File: src/sv/rwp_pkg.sv
`timescale 1ns / 1ps
package rwp_pkg;

  // One input beat: a file byte and its end-of-file mark.
  typedef struct packed {
    logic [7:0] data_byte;
    logic       last_byte;
  } in_t;

  // One result beat.
  typedef struct packed {
    logic        sample_valid;
    logic [7:0]  sample_byte;
    logic        done_res;
    logic        ok;
    logic [15:0] num_channels;
    logic [31:0] sample_rate;
    logic [31:0] avg_bytes_per_second;
    logic [15:0] block_align;
    logic [15:0] sample_bits;
    logic [31:0] data_size;
  } out_t;

  // Parser phase, one-hot.
  typedef enum logic [6:0] {
    PH_HEADER = 7'b0000001,
    PH_CHUNK  = 7'b0000010,
    PH_FMT    = 7'b0000100,
    PH_SKIP   = 7'b0001000,
    PH_PAD    = 7'b0010000,
    PH_DATA   = 7'b0100000,
    PH_IDLE   = 7'b1000000
  } phase_t;

  // Controller state, one-hot.
  typedef enum logic [1:0] {
    ST_RUN   = 2'b01,
    ST_CHECK = 2'b10
  } ctl_state_t;

  localparam logic [31:0] TAG_RIFF = 32'h4646_4952;
  localparam logic [31:0] TAG_WAVE = 32'h4556_4157;
  localparam logic [31:0] TAG_FMT  = 32'h2074_6D66;
  localparam logic [31:0] TAG_DATA = 32'h6174_6164;

  localparam logic [4:0]  RIFF_TAG_LEN  = 5'd4;
  localparam logic [4:0]  RIFF_HDR_LEN  = 5'd12;
  localparam logic [4:0]  CHUNK_HDR_LEN = 5'd8;
  localparam logic [4:0]  FMT_LEN       = 5'd16;
  localparam logic [32:0] POS_MAX       = 33'h1_FFFF_FFFF;
  localparam logic [5:0]  DIV_STEPS     = 6'd32;

  // Commands from the controller to the datapath.
  typedef struct packed {
    logic take;
    logic start;
    logic load_sample;
    logic report;
  } cmd_t;

  // Status from the datapath to the controller.
  typedef struct packed {
    logic sample_now;
    logic div_done;
    logic out_busy;
  } stat_t;

  // Decoded header fields and the checks that need no arithmetic unit.
  typedef struct packed {
    logic        base_ok;
    logic [15:0] channels;
    logic [31:0] rate;
    logic [31:0] avg_rate;
    logic [15:0] align;
    logic [15:0] bits;
    logic [31:0] data_size;
  } fmt_info_t;

endpackage

File: src/sv/rwp_parse.sv
`timescale 1ns / 1ps
module rwp_parse (
  input  logic               clk,
  input  logic               rst,
  input  rwp_pkg::cmd_t      cmd,
  input  rwp_pkg::in_t       din,
  output logic               sample_now,
  output rwp_pkg::fmt_info_t info
);

  rwp_pkg::phase_t phase, phase_next;
  logic [32:0] pos, pos_next;
  logic [32:0] span_end, span_end_next;
  logic [31:0] remaining, remaining_next;
  logic [63:0] hshift, hshift_next;
  logic [4:0]  bcount, bcount_next;
  logic        pad, pad_next;
  logic        failed, failed_next;
  logic        have_fmt, have_fmt_next;
  logic        have_data, have_data_next;
  logic [15:0] tag, tag_next;
  logic [15:0] channels, channels_next;
  logic [31:0] rate, rate_next;
  logic [31:0] avg_rate, avg_rate_next;
  logic [15:0] align, align_next;
  logic [15:0] bits, bits_next;
  logic [31:0] dsize, dsize_next;

  logic        fin;
  logic [33:0] fin_pos;
  logic [33:0] pos_plus1;
  logic [33:0] endp;
  logic [31:0] ck_size;
  logic [3:0]  idx;

  assign pos_plus1 = {1'b0, pos} + 34'd1;
  assign ck_size   = hshift_next[63:32];
  assign endp      = pos_plus1 + {2'b00, ck_size};
  assign idx       = bcount[3:0];

  // Next-state logic for one accepted byte.
  always_comb begin
    phase_next     = phase;
    span_end_next  = span_end;
    remaining_next = remaining;
    bcount_next    = bcount;
    pad_next       = pad;
    failed_next    = failed;
    have_fmt_next  = have_fmt;
    have_data_next = have_data;
    tag_next       = tag;
    channels_next  = channels;
    rate_next      = rate;
    avg_rate_next  = avg_rate;
    align_next     = align;
    bits_next      = bits;
    dsize_next     = dsize;
    sample_now     = 1'b0;
    fin            = 1'b0;
    fin_pos        = pos_plus1;
    hshift_next    = {din.data_byte, hshift[63:8]};
    pos_next       = (pos == rwp_pkg::POS_MAX) ? pos : pos_plus1[32:0];

    unique case (phase)
      rwp_pkg::PH_HEADER: begin
        bcount_next = bcount + 5'd1;
        if (bcount_next == rwp_pkg::RIFF_TAG_LEN &&
            hshift_next[63:32] != rwp_pkg::TAG_RIFF) begin
          failed_next = 1'b1;
          phase_next  = rwp_pkg::PH_IDLE;
        end else if (bcount_next == rwp_pkg::RIFF_HDR_LEN) begin
          if (hshift_next[63:32] != rwp_pkg::TAG_WAVE || hshift_next[31:0] < 32'd4) begin
            failed_next = 1'b1;
            phase_next  = rwp_pkg::PH_IDLE;
          end else begin
            span_end_next = {1'b0, hshift_next[31:0]} + 33'd8;
            bcount_next   = 5'd0;
            phase_next    = (span_end_next >= 33'd20) ? rwp_pkg::PH_CHUNK
                                                      : rwp_pkg::PH_IDLE;
          end
        end
      end
      rwp_pkg::PH_CHUNK: begin
        bcount_next = bcount + 5'd1;
        if (bcount_next == rwp_pkg::CHUNK_HDR_LEN) begin
          bcount_next    = 5'd0;
          remaining_next = ck_size;
          if (endp > {1'b0, span_end}) begin
            failed_next = 1'b1;
            phase_next  = rwp_pkg::PH_IDLE;
          end else if (hshift_next[31:0] == rwp_pkg::TAG_FMT) begin
            if (have_fmt || ck_size < 32'd16) begin
              failed_next = 1'b1;
              phase_next  = rwp_pkg::PH_IDLE;
            end else begin
              have_fmt_next = 1'b1;
              pad_next      = ck_size[0] && (endp < {1'b0, span_end});
              phase_next    = rwp_pkg::PH_FMT;
            end
          end else if (hshift_next[31:0] == rwp_pkg::TAG_DATA) begin
            if (!have_fmt) begin
              failed_next = 1'b1;
              phase_next  = rwp_pkg::PH_IDLE;
            end else begin
              have_data_next = 1'b1;
              dsize_next     = ck_size;
              phase_next     = (ck_size != 32'd0) ? rwp_pkg::PH_DATA : rwp_pkg::PH_IDLE;
            end
          end else begin
            pad_next = ck_size[0] && (endp < {1'b0, span_end});
            if (ck_size != 32'd0) begin
              phase_next = rwp_pkg::PH_SKIP;
            end else begin
              fin     = 1'b1;
              fin_pos = endp;
            end
          end
        end
      end
      rwp_pkg::PH_FMT: begin
        case (idx) inside
          4'd0:                      tag_next[7:0]       = din.data_byte;
          4'd1:                      tag_next[15:8]      = din.data_byte;
          4'd2:                      channels_next[7:0]  = din.data_byte;
          4'd3:                      channels_next[15:8] = din.data_byte;
          4'd4, 4'd5, 4'd6, 4'd7:    rate_next[8*idx[1:0] +: 8]     = din.data_byte;
          4'd8, 4'd9, 4'd10, 4'd11:  avg_rate_next[8*idx[1:0] +: 8] = din.data_byte;
          4'd12:                     align_next[7:0]     = din.data_byte;
          4'd13:                     align_next[15:8]    = din.data_byte;
          4'd14:                     bits_next[7:0]      = din.data_byte;
          default:                   bits_next[15:8]     = din.data_byte;
        endcase
        bcount_next    = bcount + 5'd1;
        remaining_next = remaining - 32'd1;
        if (bcount_next >= rwp_pkg::FMT_LEN) begin
          if (remaining_next != 32'd0) begin
            phase_next = rwp_pkg::PH_SKIP;
          end else begin
            fin = 1'b1;
          end
        end
      end
      rwp_pkg::PH_SKIP: begin
        remaining_next = remaining - 32'd1;
        if (remaining_next == 32'd0) begin
          fin = 1'b1;
        end
      end
      rwp_pkg::PH_PAD: begin
        fin = 1'b1;
      end
      rwp_pkg::PH_DATA: begin
        sample_now     = 1'b1;
        remaining_next = remaining - 32'd1;
        if (remaining_next == 32'd0) begin
          phase_next = rwp_pkg::PH_IDLE;
        end
      end
      default: begin
      end
    endcase

    // End of a chunk payload: pad byte, next chunk header, or end of walk.
    if (fin) begin
      if (pad_next) begin
        pad_next   = 1'b0;
        phase_next = rwp_pkg::PH_PAD;
      end else if (fin_pos + 34'd8 <= {1'b0, span_end_next}) begin
        phase_next  = rwp_pkg::PH_CHUNK;
        bcount_next = 5'd0;
      end else begin
        phase_next = rwp_pkg::PH_IDLE;
      end
    end
  end

  // Parser state; cleared after each file's report.
  always_ff @(posedge clk) begin
    if (rst || cmd.report) begin
      phase     <= rwp_pkg::PH_HEADER;
      pos       <= '0;
      span_end  <= '0;
      remaining <= '0;
      hshift    <= '0;
      bcount    <= '0;
      pad       <= 1'b0;
      failed    <= 1'b0;
      have_fmt  <= 1'b0;
      have_data <= 1'b0;
      tag       <= '0;
      channels  <= '0;
      rate      <= '0;
      avg_rate  <= '0;
      align     <= '0;
      bits      <= '0;
      dsize     <= '0;
    end else if (cmd.take) begin
      phase     <= phase_next;
      pos       <= pos_next;
      span_end  <= span_end_next;
      remaining <= remaining_next;
      hshift    <= hshift_next;
      bcount    <= bcount_next;
      pad       <= pad_next;
      failed    <= failed_next;
      have_fmt  <= have_fmt_next;
      have_data <= have_data_next;
      tag       <= tag_next;
      channels  <= channels_next;
      rate      <= rate_next;
      avg_rate  <= avg_rate_next;
      align     <= align_next;
      bits      <= bits_next;
      dsize     <= dsize_next;
    end
  end

  // Checks that need only compares on the stored state.
  always_comb begin
    info.base_ok = !failed && phase != rwp_pkg::PH_HEADER && have_fmt && have_data &&
                   pos >= span_end && tag == 16'd1 && channels != 16'd0 &&
                   rate != 32'd0 && align != 16'd0 && bits != 16'd0;
    info.channels  = channels;
    info.rate      = rate;
    info.avg_rate  = avg_rate;
    info.align     = align;
    info.bits      = bits;
    info.data_size = dsize;
  end

endmodule

File: src/sv/rwp_verdict.sv
`timescale 1ns / 1ps
module rwp_verdict (
  input  logic               clk,
  input  logic               rst,
  input  rwp_pkg::cmd_t      cmd,
  input  logic [7:0]         data_byte,
  input  logic               sample_now,
  input  rwp_pkg::fmt_info_t info,
  output logic               div_done,
  output logic               out_busy,
  output logic               out_valid,
  input  logic               out_stall,
  output rwp_pkg::out_t      out_data
);

  logic [47:0] product;
  logic [15:0] rem;
  logic [16:0] rem_sh;
  logic [5:0]  div_cnt;
  logic        last_samp;
  logic [7:0]  last_byte_val;
  logic        good;

  assign div_done = (div_cnt == rwp_pkg::DIV_STEPS);
  assign out_busy = out_valid && out_stall;

  // Restoring remainder step over the data size, one bit per cycle.
  assign rem_sh = {rem, info.data_size[5'd31 - div_cnt[4:0]]};

  always_ff @(posedge clk) begin
    if (rst) begin
      div_cnt <= rwp_pkg::DIV_STEPS;
      rem     <= '0;
    end else if (cmd.start) begin
      div_cnt <= '0;
      rem     <= '0;
    end else if (!div_done) begin
      div_cnt <= div_cnt + 6'd1;
      rem     <= (rem_sh >= {1'b0, info.align}) ? 16'(rem_sh - {1'b0, info.align})
                                                : rem_sh[15:0];
    end
  end

  // Rate times alignment, registered ahead of the compare.
  always_ff @(posedge clk) begin
    product <= info.rate * info.align;
  end

  // Sample carried by the final byte waits for the verdict.
  always_ff @(posedge clk) begin
    if (cmd.start) begin
      last_samp     <= sample_now;
      last_byte_val <= data_byte;
    end
  end

  assign good = info.base_ok && ({16'd0, info.avg_rate} == product) && rem == 16'd0;

  // Output register.
  always_ff @(posedge clk) begin
    if (rst) begin
      out_valid <= 1'b0;
    end else if (cmd.report) begin
      out_valid <= 1'b1;
      out_data.sample_valid         <= last_samp;
      out_data.sample_byte          <= last_samp ? last_byte_val : 8'd0;
      out_data.done_res             <= 1'b1;
      out_data.ok                   <= good;
      out_data.num_channels         <= info.channels;
      out_data.sample_rate          <= info.rate;
      out_data.avg_bytes_per_second <= info.avg_rate;
      out_data.block_align          <= info.align;
      out_data.sample_bits          <= info.bits;
      out_data.data_size            <= info.data_size;
    end else if (cmd.load_sample) begin
      out_valid <= 1'b1;
      out_data.sample_valid         <= 1'b1;
      out_data.sample_byte          <= data_byte;
      out_data.done_res             <= 1'b0;
      out_data.ok                   <= 1'b0;
      out_data.num_channels         <= '0;
      out_data.sample_rate          <= '0;
      out_data.avg_bytes_per_second <= '0;
      out_data.block_align          <= '0;
      out_data.sample_bits          <= '0;
      out_data.data_size            <= '0;
    end else if (out_valid && !out_stall) begin
      out_valid <= 1'b0;
    end
  end

endmodule

File: src/sv/rwp_ctrl.sv
`timescale 1ns / 1ps
module rwp_ctrl (
  input  logic          clk,
  input  logic          rst,
  input  logic          in_valid,
  input  logic          last_byte,
  output logic          in_stall,
  input  rwp_pkg::stat_t stat,
  output rwp_pkg::cmd_t  cmd
);

  rwp_pkg::ctl_state_t state, state_next;

  // Command decode.
  always_comb begin
    in_stall        = !(state == rwp_pkg::ST_RUN && !stat.out_busy);
    cmd.take        = in_valid && !in_stall;
    cmd.start       = cmd.take && last_byte;
    cmd.load_sample = cmd.take && !last_byte && stat.sample_now;
    cmd.report      = state == rwp_pkg::ST_CHECK && stat.div_done && !stat.out_busy;
  end

  // Next state.
  always_comb begin
    state_next = state;
    unique case (state)
      rwp_pkg::ST_RUN:   if (cmd.start) state_next = rwp_pkg::ST_CHECK;
      rwp_pkg::ST_CHECK: if (cmd.report) state_next = rwp_pkg::ST_RUN;
      default:           state_next = rwp_pkg::ST_RUN;
    endcase
  end

  always_ff @(posedge clk) begin
    if (rst) begin
      state <= rwp_pkg::ST_RUN;
    end else begin
      state <= state_next;
    end
  end

endmodule

File: src/sv/riff_wave_pcm_parser.sv
`timescale 1ns / 1ps
// Accepts one file byte per cycle while the output is not stalled; a data payload
// byte appears on the output in the cycle after its beat. On the last byte the
// verdict waits on the bit-serial remainder unit that checks the data size against
// the block alignment; no byte is taken until the verdict is reported.
// Reset is synchronous and active high; it returns the parser to the RIFF header.
module riff_wave_pcm_parser (
  input  logic          clk,
  input  logic          rst,
  input  logic          in_valid,
  output logic          in_stall,
  input  rwp_pkg::in_t  in_data,
  output logic          out_valid,
  input  logic          out_stall,
  output rwp_pkg::out_t out_data
);

  rwp_pkg::cmd_t      cmd;
  rwp_pkg::stat_t     stat;
  rwp_pkg::fmt_info_t info;
  logic               sample_now;
  logic               div_done;
  logic               out_busy;

  // Status bundle for the controller.
  always_comb begin
    stat.sample_now = sample_now;
    stat.div_done   = div_done;
    stat.out_busy   = out_busy;
  end

  rwp_ctrl u_ctrl (
    .clk       (clk),
    .rst       (rst),
    .in_valid  (in_valid),
    .last_byte (in_data.last_byte),
    .in_stall  (in_stall),
    .stat      (stat),
    .cmd       (cmd)
  );

  rwp_parse u_parse (
    .clk        (clk),
    .rst        (rst),
    .cmd        (cmd),
    .din        (in_data),
    .sample_now (sample_now),
    .info       (info)
  );

  rwp_verdict u_verdict (
    .clk        (clk),
    .rst        (rst),
    .cmd        (cmd),
    .data_byte  (in_data.data_byte),
    .sample_now (sample_now),
    .info       (info),
    .div_done   (div_done),
    .out_busy   (out_busy),
    .out_valid  (out_valid),
    .out_stall  (out_stall),
    .out_data   (out_data)
  );

endmodule
File: config.mk
export PLATFORM = sky130hd
export DESIGN_NAME = riff_wave_pcm_parser
export DESIGN_NICKNAME = d
export VERILOG_FILES = /design/src/sv/rwp_pkg.sv /design/src/sv/rwp_parse.sv /design/src/sv/rwp_verdict.sv /design/src/sv/rwp_ctrl.sv /design/src/sv/riff_wave_pcm_parser.sv
export SDC_FILE = /design/constraint.sdc
export NUM_CORES = 2
export LEC_CHECK = 0
export ABC_AREA = 1
export BUFFER_PORTS_ARGS = -buffer_cell sky130_fd_sc_hd__buf_2
export CORE_UTILIZATION = 35
export DETAILED_ROUTE_END_ITERATION = 7
export GPL_ROUTABILITY_DRIVEN = 0
export HOLD_SLACK_MARGIN = 0.1
export PLACE_DENSITY_LB_ADDON = 0.08
export SLEW_MARGIN = 20
export SYNTH_ARGS = -nofsm -noshare
export SYNTH_HDL_FRONTEND = slang
export SYNTH_SLANG_ARGS = --single-unit
File: constraint.sdc
create_clock -name clk -period 8.97 [get_ports clk]
set_clock_uncertainty 0.05 [all_clocks]
set_input_delay 1.3455 -clock clk [delete_from_list [all_inputs] [get_ports clk]]
set_output_delay 1.3455 -clock clk [all_outputs]
set_load 0.01 [all_outputs]
Word-level counts from Yosys, hierarchy flattened. Index checks and enable logic that the tools add are counted.

Logic and storage cells: 273. Register bits after elaboration: 575. Input bits: 13.

Add/sub/neg operators: 10. $mul: 1. Shift-type cells: 2. Bitwise operators: 14. Reduce and logical (&&, ||, !) cells: 66. Equal/unequal tests: 49. Muxes and demuxes: 82. Magnitude comparators: 10.

Operators with widths (count): 2-to-1 mux 155 bit (2); 2-to-1 mux 34 bit (6); 2-to-1 mux 33 bit (4); 2-to-1 mux 7 bit (18); nonzero test 32 bit (3); bitwise mux 32 bit (2); inequality test 32 x 31 -> 1 bit (second input constant) (2); one-hot mux 32 bit (2 select lines) (1); == test 32 x 48 -> 1 bit (1); multiplier 32 x 16 -> 48 bit (1); nonzero test 16 bit (3); 2-to-1 mux 5 bit (7); adder 33 x 1 -> 34 bit (second input constant) (1); adder 34 x 32 -> 34 bit (1); adder 34 x 4 -> 34 bit (second input constant) (1); greater-than comparator 34 x 33 -> 1 bit (1); <= comparator 34 x 33 -> 1 bit (1); less-than comparator 34 x 33 -> 1 bit (1); negator 5 -> 34 bit (1); variable shift 8 x 34 -> 32 bit (first input constant) (1); indexed part select 8 x 34 -> 32 bit (1); adder 32 x 4 -> 33 bit (second input constant) (1); == test 33 bit (second input constant) (1); greater-or-equal comparator 33 bit (1); 72 further kinds (172).

Logic depth before layout (Yosys ltp).
Word-level depth: 13. Depth in mapped cells: 62. Gate-level depth less buffers: 62.

By module. From an unflattened synthesis, not the netlist that was laid out.

Cell total of the unflattened synthesis: 6724. Area total of the unflattened synthesis: 49536.3 um^2.

Modules (own cells, without submodules): rwp_verdict (times used 1, area an instance 27649.0 um^2, seq. area each 6346.1 um^2, cells each 3545); rwp_parse (times used 1, area an instance 21745.9 um^2, seq. area each 6606.3 um^2, cells each 3159); rwp_ctrl (times used 1, area an instance 141.4 um^2, seq. area each 40.0 um^2, cells each 20).

Least setup slack after synthesis. Ideal clock, no wire load.

Path kind: input port to flip-flop. From: input out_stall. To: register u_verdict.out_data[0] (netlist name). Path slack: -0.370 ns. Data arrival time: 8.618 ns. Library setup time: 0.672 ns. Stages on the path: 6. Required time: 8.248 ns. Cell sequence: nand2_1 nand3_1 inv_1 clkbuf_1 a31oi_1 nor2_1.

Longest elaborated chain between the ends: 8. Elaborated cells between the ends (all ways): 9. Classes of those cells: reduce/logical: 9.

RTL lines: start: declaration (line riff_wave_pcm_parser.sv:14) `input logic out_stall,`; logical AND 1 bit (*) (line rwp_verdict.sv:25) `assign out_busy = out_valid && out_stall;`; zero test 1 bit (*) (line rwp_ctrl.sv:16, rwp_ctrl.sv:20); logical AND 1 bit (line rwp_ctrl.sv:16) `in_stall = !(state == rwp_pkg::ST_RUN && !stat.out_busy);`; logical AND 1 bit (line rwp_ctrl.sv:17) `cmd.take = in_valid && !in_stall;`; logical AND 1 bit (2 in series) (line rwp_ctrl.sv:19) `cmd.load_sample = cmd.take && !last_byte && stat.sample_now;`; nonzero test 2 bit (no source line) (*); AND reduction 2 bit (no source line) (*).

Mark *: on every way between the ends. The rest lies on a longest branch, timed or not. A chain may end at the register's enable or synchronous reset.

Final worst setup path.
From: register u_parse.pos[0]. To: register u_parse.bcount[0].

Longest elaborated chain between the ends: 13. Elaborated cells between the ends (all ways): 25. Classes of those cells: add/sub: 3; order compare: 3; mux: 18; reduce/logical: 1.

RTL lines: start: declaration (line rwp_parse.sv:12) `logic [32:0] pos, pos_next;`; start signal: assignment (line rwp_parse.sv:199) `pos <= pos_next;`; adder 33 x 1 -> 34 bit (*) (line rwp_parse.sv:36) `assign pos_plus1 = {1'b0, pos} + 34'd1;`; named net u_parse.pos_plus1[24] (line rwp_parse.sv:31) `logic [33:0] pos_plus1;`; parallel branches: the longest is 11 deep, another holds adder 34 x 32 -> 34 bit; 2-to-1 mux 5 bit (*) (line rwp_parse.sv:164) `if (fin) begin`; end signal: assignment (line rwp_parse.sv:203) `bcount <= bcount_next;`; end: declaration (line rwp_parse.sv:16) `logic [4:0] bcount, bcount_next;`.

Mark *: on every way through the listed nets, which the timed path passes.

==> impl_results.md <==
- Slew margin rel.: 24.65%
- Post-Place Cells: 7887
- Critical Path Sink Type: register
- CP most frequent cell: nand2_1
- Asr flop ratio synth: 0%
- Starting DRT DRC Count: 3009
- WL final: 167.8 mm
- Setup violators final: 0
- Synthesis-to-layout area growth: 11.93%
- Critical path's largest stage delay: 0.39 ns
- Top FF cell, synth: dfxtp_1
- Largest delay share family, worst path: simple AND/OR/NAND/NOR gates
- Final core occ: 39.48%
- Pwr Density: 132.9 nW/um2
- Hold Path Class: reg -> reg
- Tcrit/Tclk final: 92.63%
- VDD IR-drop max: 0.1243 mV
- Buf/Inv on CP: 5
- Crit-path slowest cell: dfxtp_2
- # port buffers: 169
- TritonCTS clock tree: built
- Run status: complete, no violations
- N_diodes: 0
- I/O Pins: 170
- Least-Margin Pin Slew: 1.130 ns
- Yosys cell types: 66
- Worst hold slack: 0.3971 ns
- DP HPWL: 129.2 mm
- Post-DRT Antenna Nets: 0
- First-pass GRT wire length: 252.8 mm
- Die span in y: 368.8 um
- Initial antenna violation count: 8
- Width of the die: 368.8 um
- Fin cells: 8036
- Core Region: 133500 um2
- TritonCTS Buffers: 71
- Cells after Synth: 6133
- Gr usage total: 24.68%
- Post-Synthesis Net Count: 6857
- Pre-antenna DRT Iters: 6
- # Max-Cap Violations: 0
- Drt drc: 0
- Starting Density: 35.28%
- Vias in the first global route: 39760
- Largest net degree at the start of global routing: 126
- Critical path class: reg -> reg
- Syn Area/Cell: 7.676 um2
- Worst setup margin: 0.6614 ns
- Clk sinks: 567
- Leakage power: 24.45 nW
- Final #Nets: 6934
- Fmax: 120.4 MHz
- DR WL/cell: 20.88 um
- Commonest cells after routing, fill and taps aside: 1264 x nand2_1, 1143 x inv_1, 492 x a21oi_1, 453 x nor2_1, 420 x fa_1
- Req. time, crit path: 9.44 ns
- H-tree depth: 3
- Share of cells above drive strength 1: 8.456%
- Post-placement cell area: 49920 um2
- Worst slack at placement: 0.1873 ns
- Clk_lat worst skew: 0.70 ns
- Fillcell total: 14060
- Die footprint: 136000 um2
- EDFF count, synth: 164
- Yosys top cell area share: 17.86%
- Tmin final: 8.309 ns
- Post-synthesis sequential area ratio: 27.60%
- Crit path DAT: 8.77 ns
- Commonest non-fill, non-tap cell in the layout: nand2_1
- Vias per inst: 5.045
- Clock slew at reported path FFs: 0.06 ns
- Final hold violation count: 0
- Critical Path Start Type: register
- Max-slew violation count: 0
- Post-route cell area: 52700 um2
- Clock Tree Buf Depth: 3
- Num rows: 134
- Setup tns final: 0 ns
- Final Total Pwr: 7.003 mW
- Total gr overflow: 0
- Area leader, netlist: fa_1
- Total vias in the final route: 40540
- Synthesized flop and latch total: 567
- YS warnings: 0
- Worst-path fanout max: 6
- Syn Std Cell Area: 47080 um2
- Ranking of synthesized cells by area: fa_1 18%, dfxtp_1 17%, edfxtp_1 10%
- Root Buffer: clkbuf_16
==> tightest hold or removal path, delay by kind of cell, from the launching register on <==
| kind | cells | cell delay (ns) |
|---|---|---|
| AO/OA/AOI/OAI | 1 | 0.05 |
| buffers and inverters | 1 | 0.05 |
| flip-flops | 1 | 0.31 |
==> Yosys cell counts (94+ instances only) <==
master and n:
xor2_1 132, a21oi_1 493, nand4_1 94, ha_1 291, dfxtp_1 403, fa_1 420
o21ai_0 345, nand2_1 1267, nor2_1 463, clkbuf_1 265, inv_1 1147, nand3_1 138
edfxtp_1 164
==> flip-flops by register name, indices dropped and copies added (netlist names), 6 cells and up <==
signal,flops
u_parse.align,16
u_parse.avg_rate,32
u_parse.bits,16
u_parse.channels,16
u_parse.dsize,32
u_parse.hshift,56
u_parse.phase,7
u_parse.pos,33
u_parse.rate,32
u_parse.remaining,32
u_parse.span_end,33
u_parse.tag,16
u_verdict.div_cnt,6
u_verdict.last_byte_val,8
u_verdict.out_data,155
u_verdict.product,48
u_verdict.rem,16
==> cells by family after synthesis <==
kind of cell,count (synthesis),synth area share (%)
AO/OA/AOI/OAI,1010,11.58
XOR/XNOR,214,3.997
adder cells (fa/ha/maj),711,25.59
buffers and inverters,1456,11.72
flip-flops,567,27.60
multiplexers,1,0.02126
AND/OR/NAND/NOR,2174,19.48
==> power breakdown <==
part	switching (mW)	total (mW)	internal [mW]
Combinational	0.828	1.21	0.383
Clock	1.27	3.04	1.76
Sequential	0.0736	2.76	2.68
==> routing by layer <==
metal  track usage [%]  routed length (um)  up-vias
li1                  -                   -    19460
met1             34.10               76380    19770
met2             39.26               76110     1084
met4             8.187                5700        2
met3             3.732                9610      218
met5                 0                  20        -
==> worst paths after layout <==
path	start	to	slack (ns)	depth (start not counted)
setup reg to reg	u_parse.pos[0]	u_parse.bcount[0]	0.66	50
hold / removal	u_parse.tag[4]	u_parse.tag[4]	0.40	2
setup / recovery	u_parse.pos[0]	u_parse.bcount[0]	0.66	50
hold reg to reg	u_parse.tag[4]	u_parse.tag[4]	0.40	2
==> cell type report <==
cell class | instances | area (um2) | area share (%)
flip-flops and latches | 567 | 13000 | 24.66
well taps | 1768 | 2212 | 4.198
repair buffers | 294 | 1856 | 3.521
clock buffers | 99 | 2007 | 3.809
inverters | 1164 | 4379 | 8.310
multi-input cells | 4112 | 28800 | 54.66
clock inverters | 32 | 445.4 | 0.8453
==> timing repair <==
action                     CTS  global route
setup buffers                0            14
setup endpoints to repair    0             7
gates resized for setup      0            31
hold endpoints to repair     0             0
hold buffers                 0             0
Power figures use the tool's default switching activity.
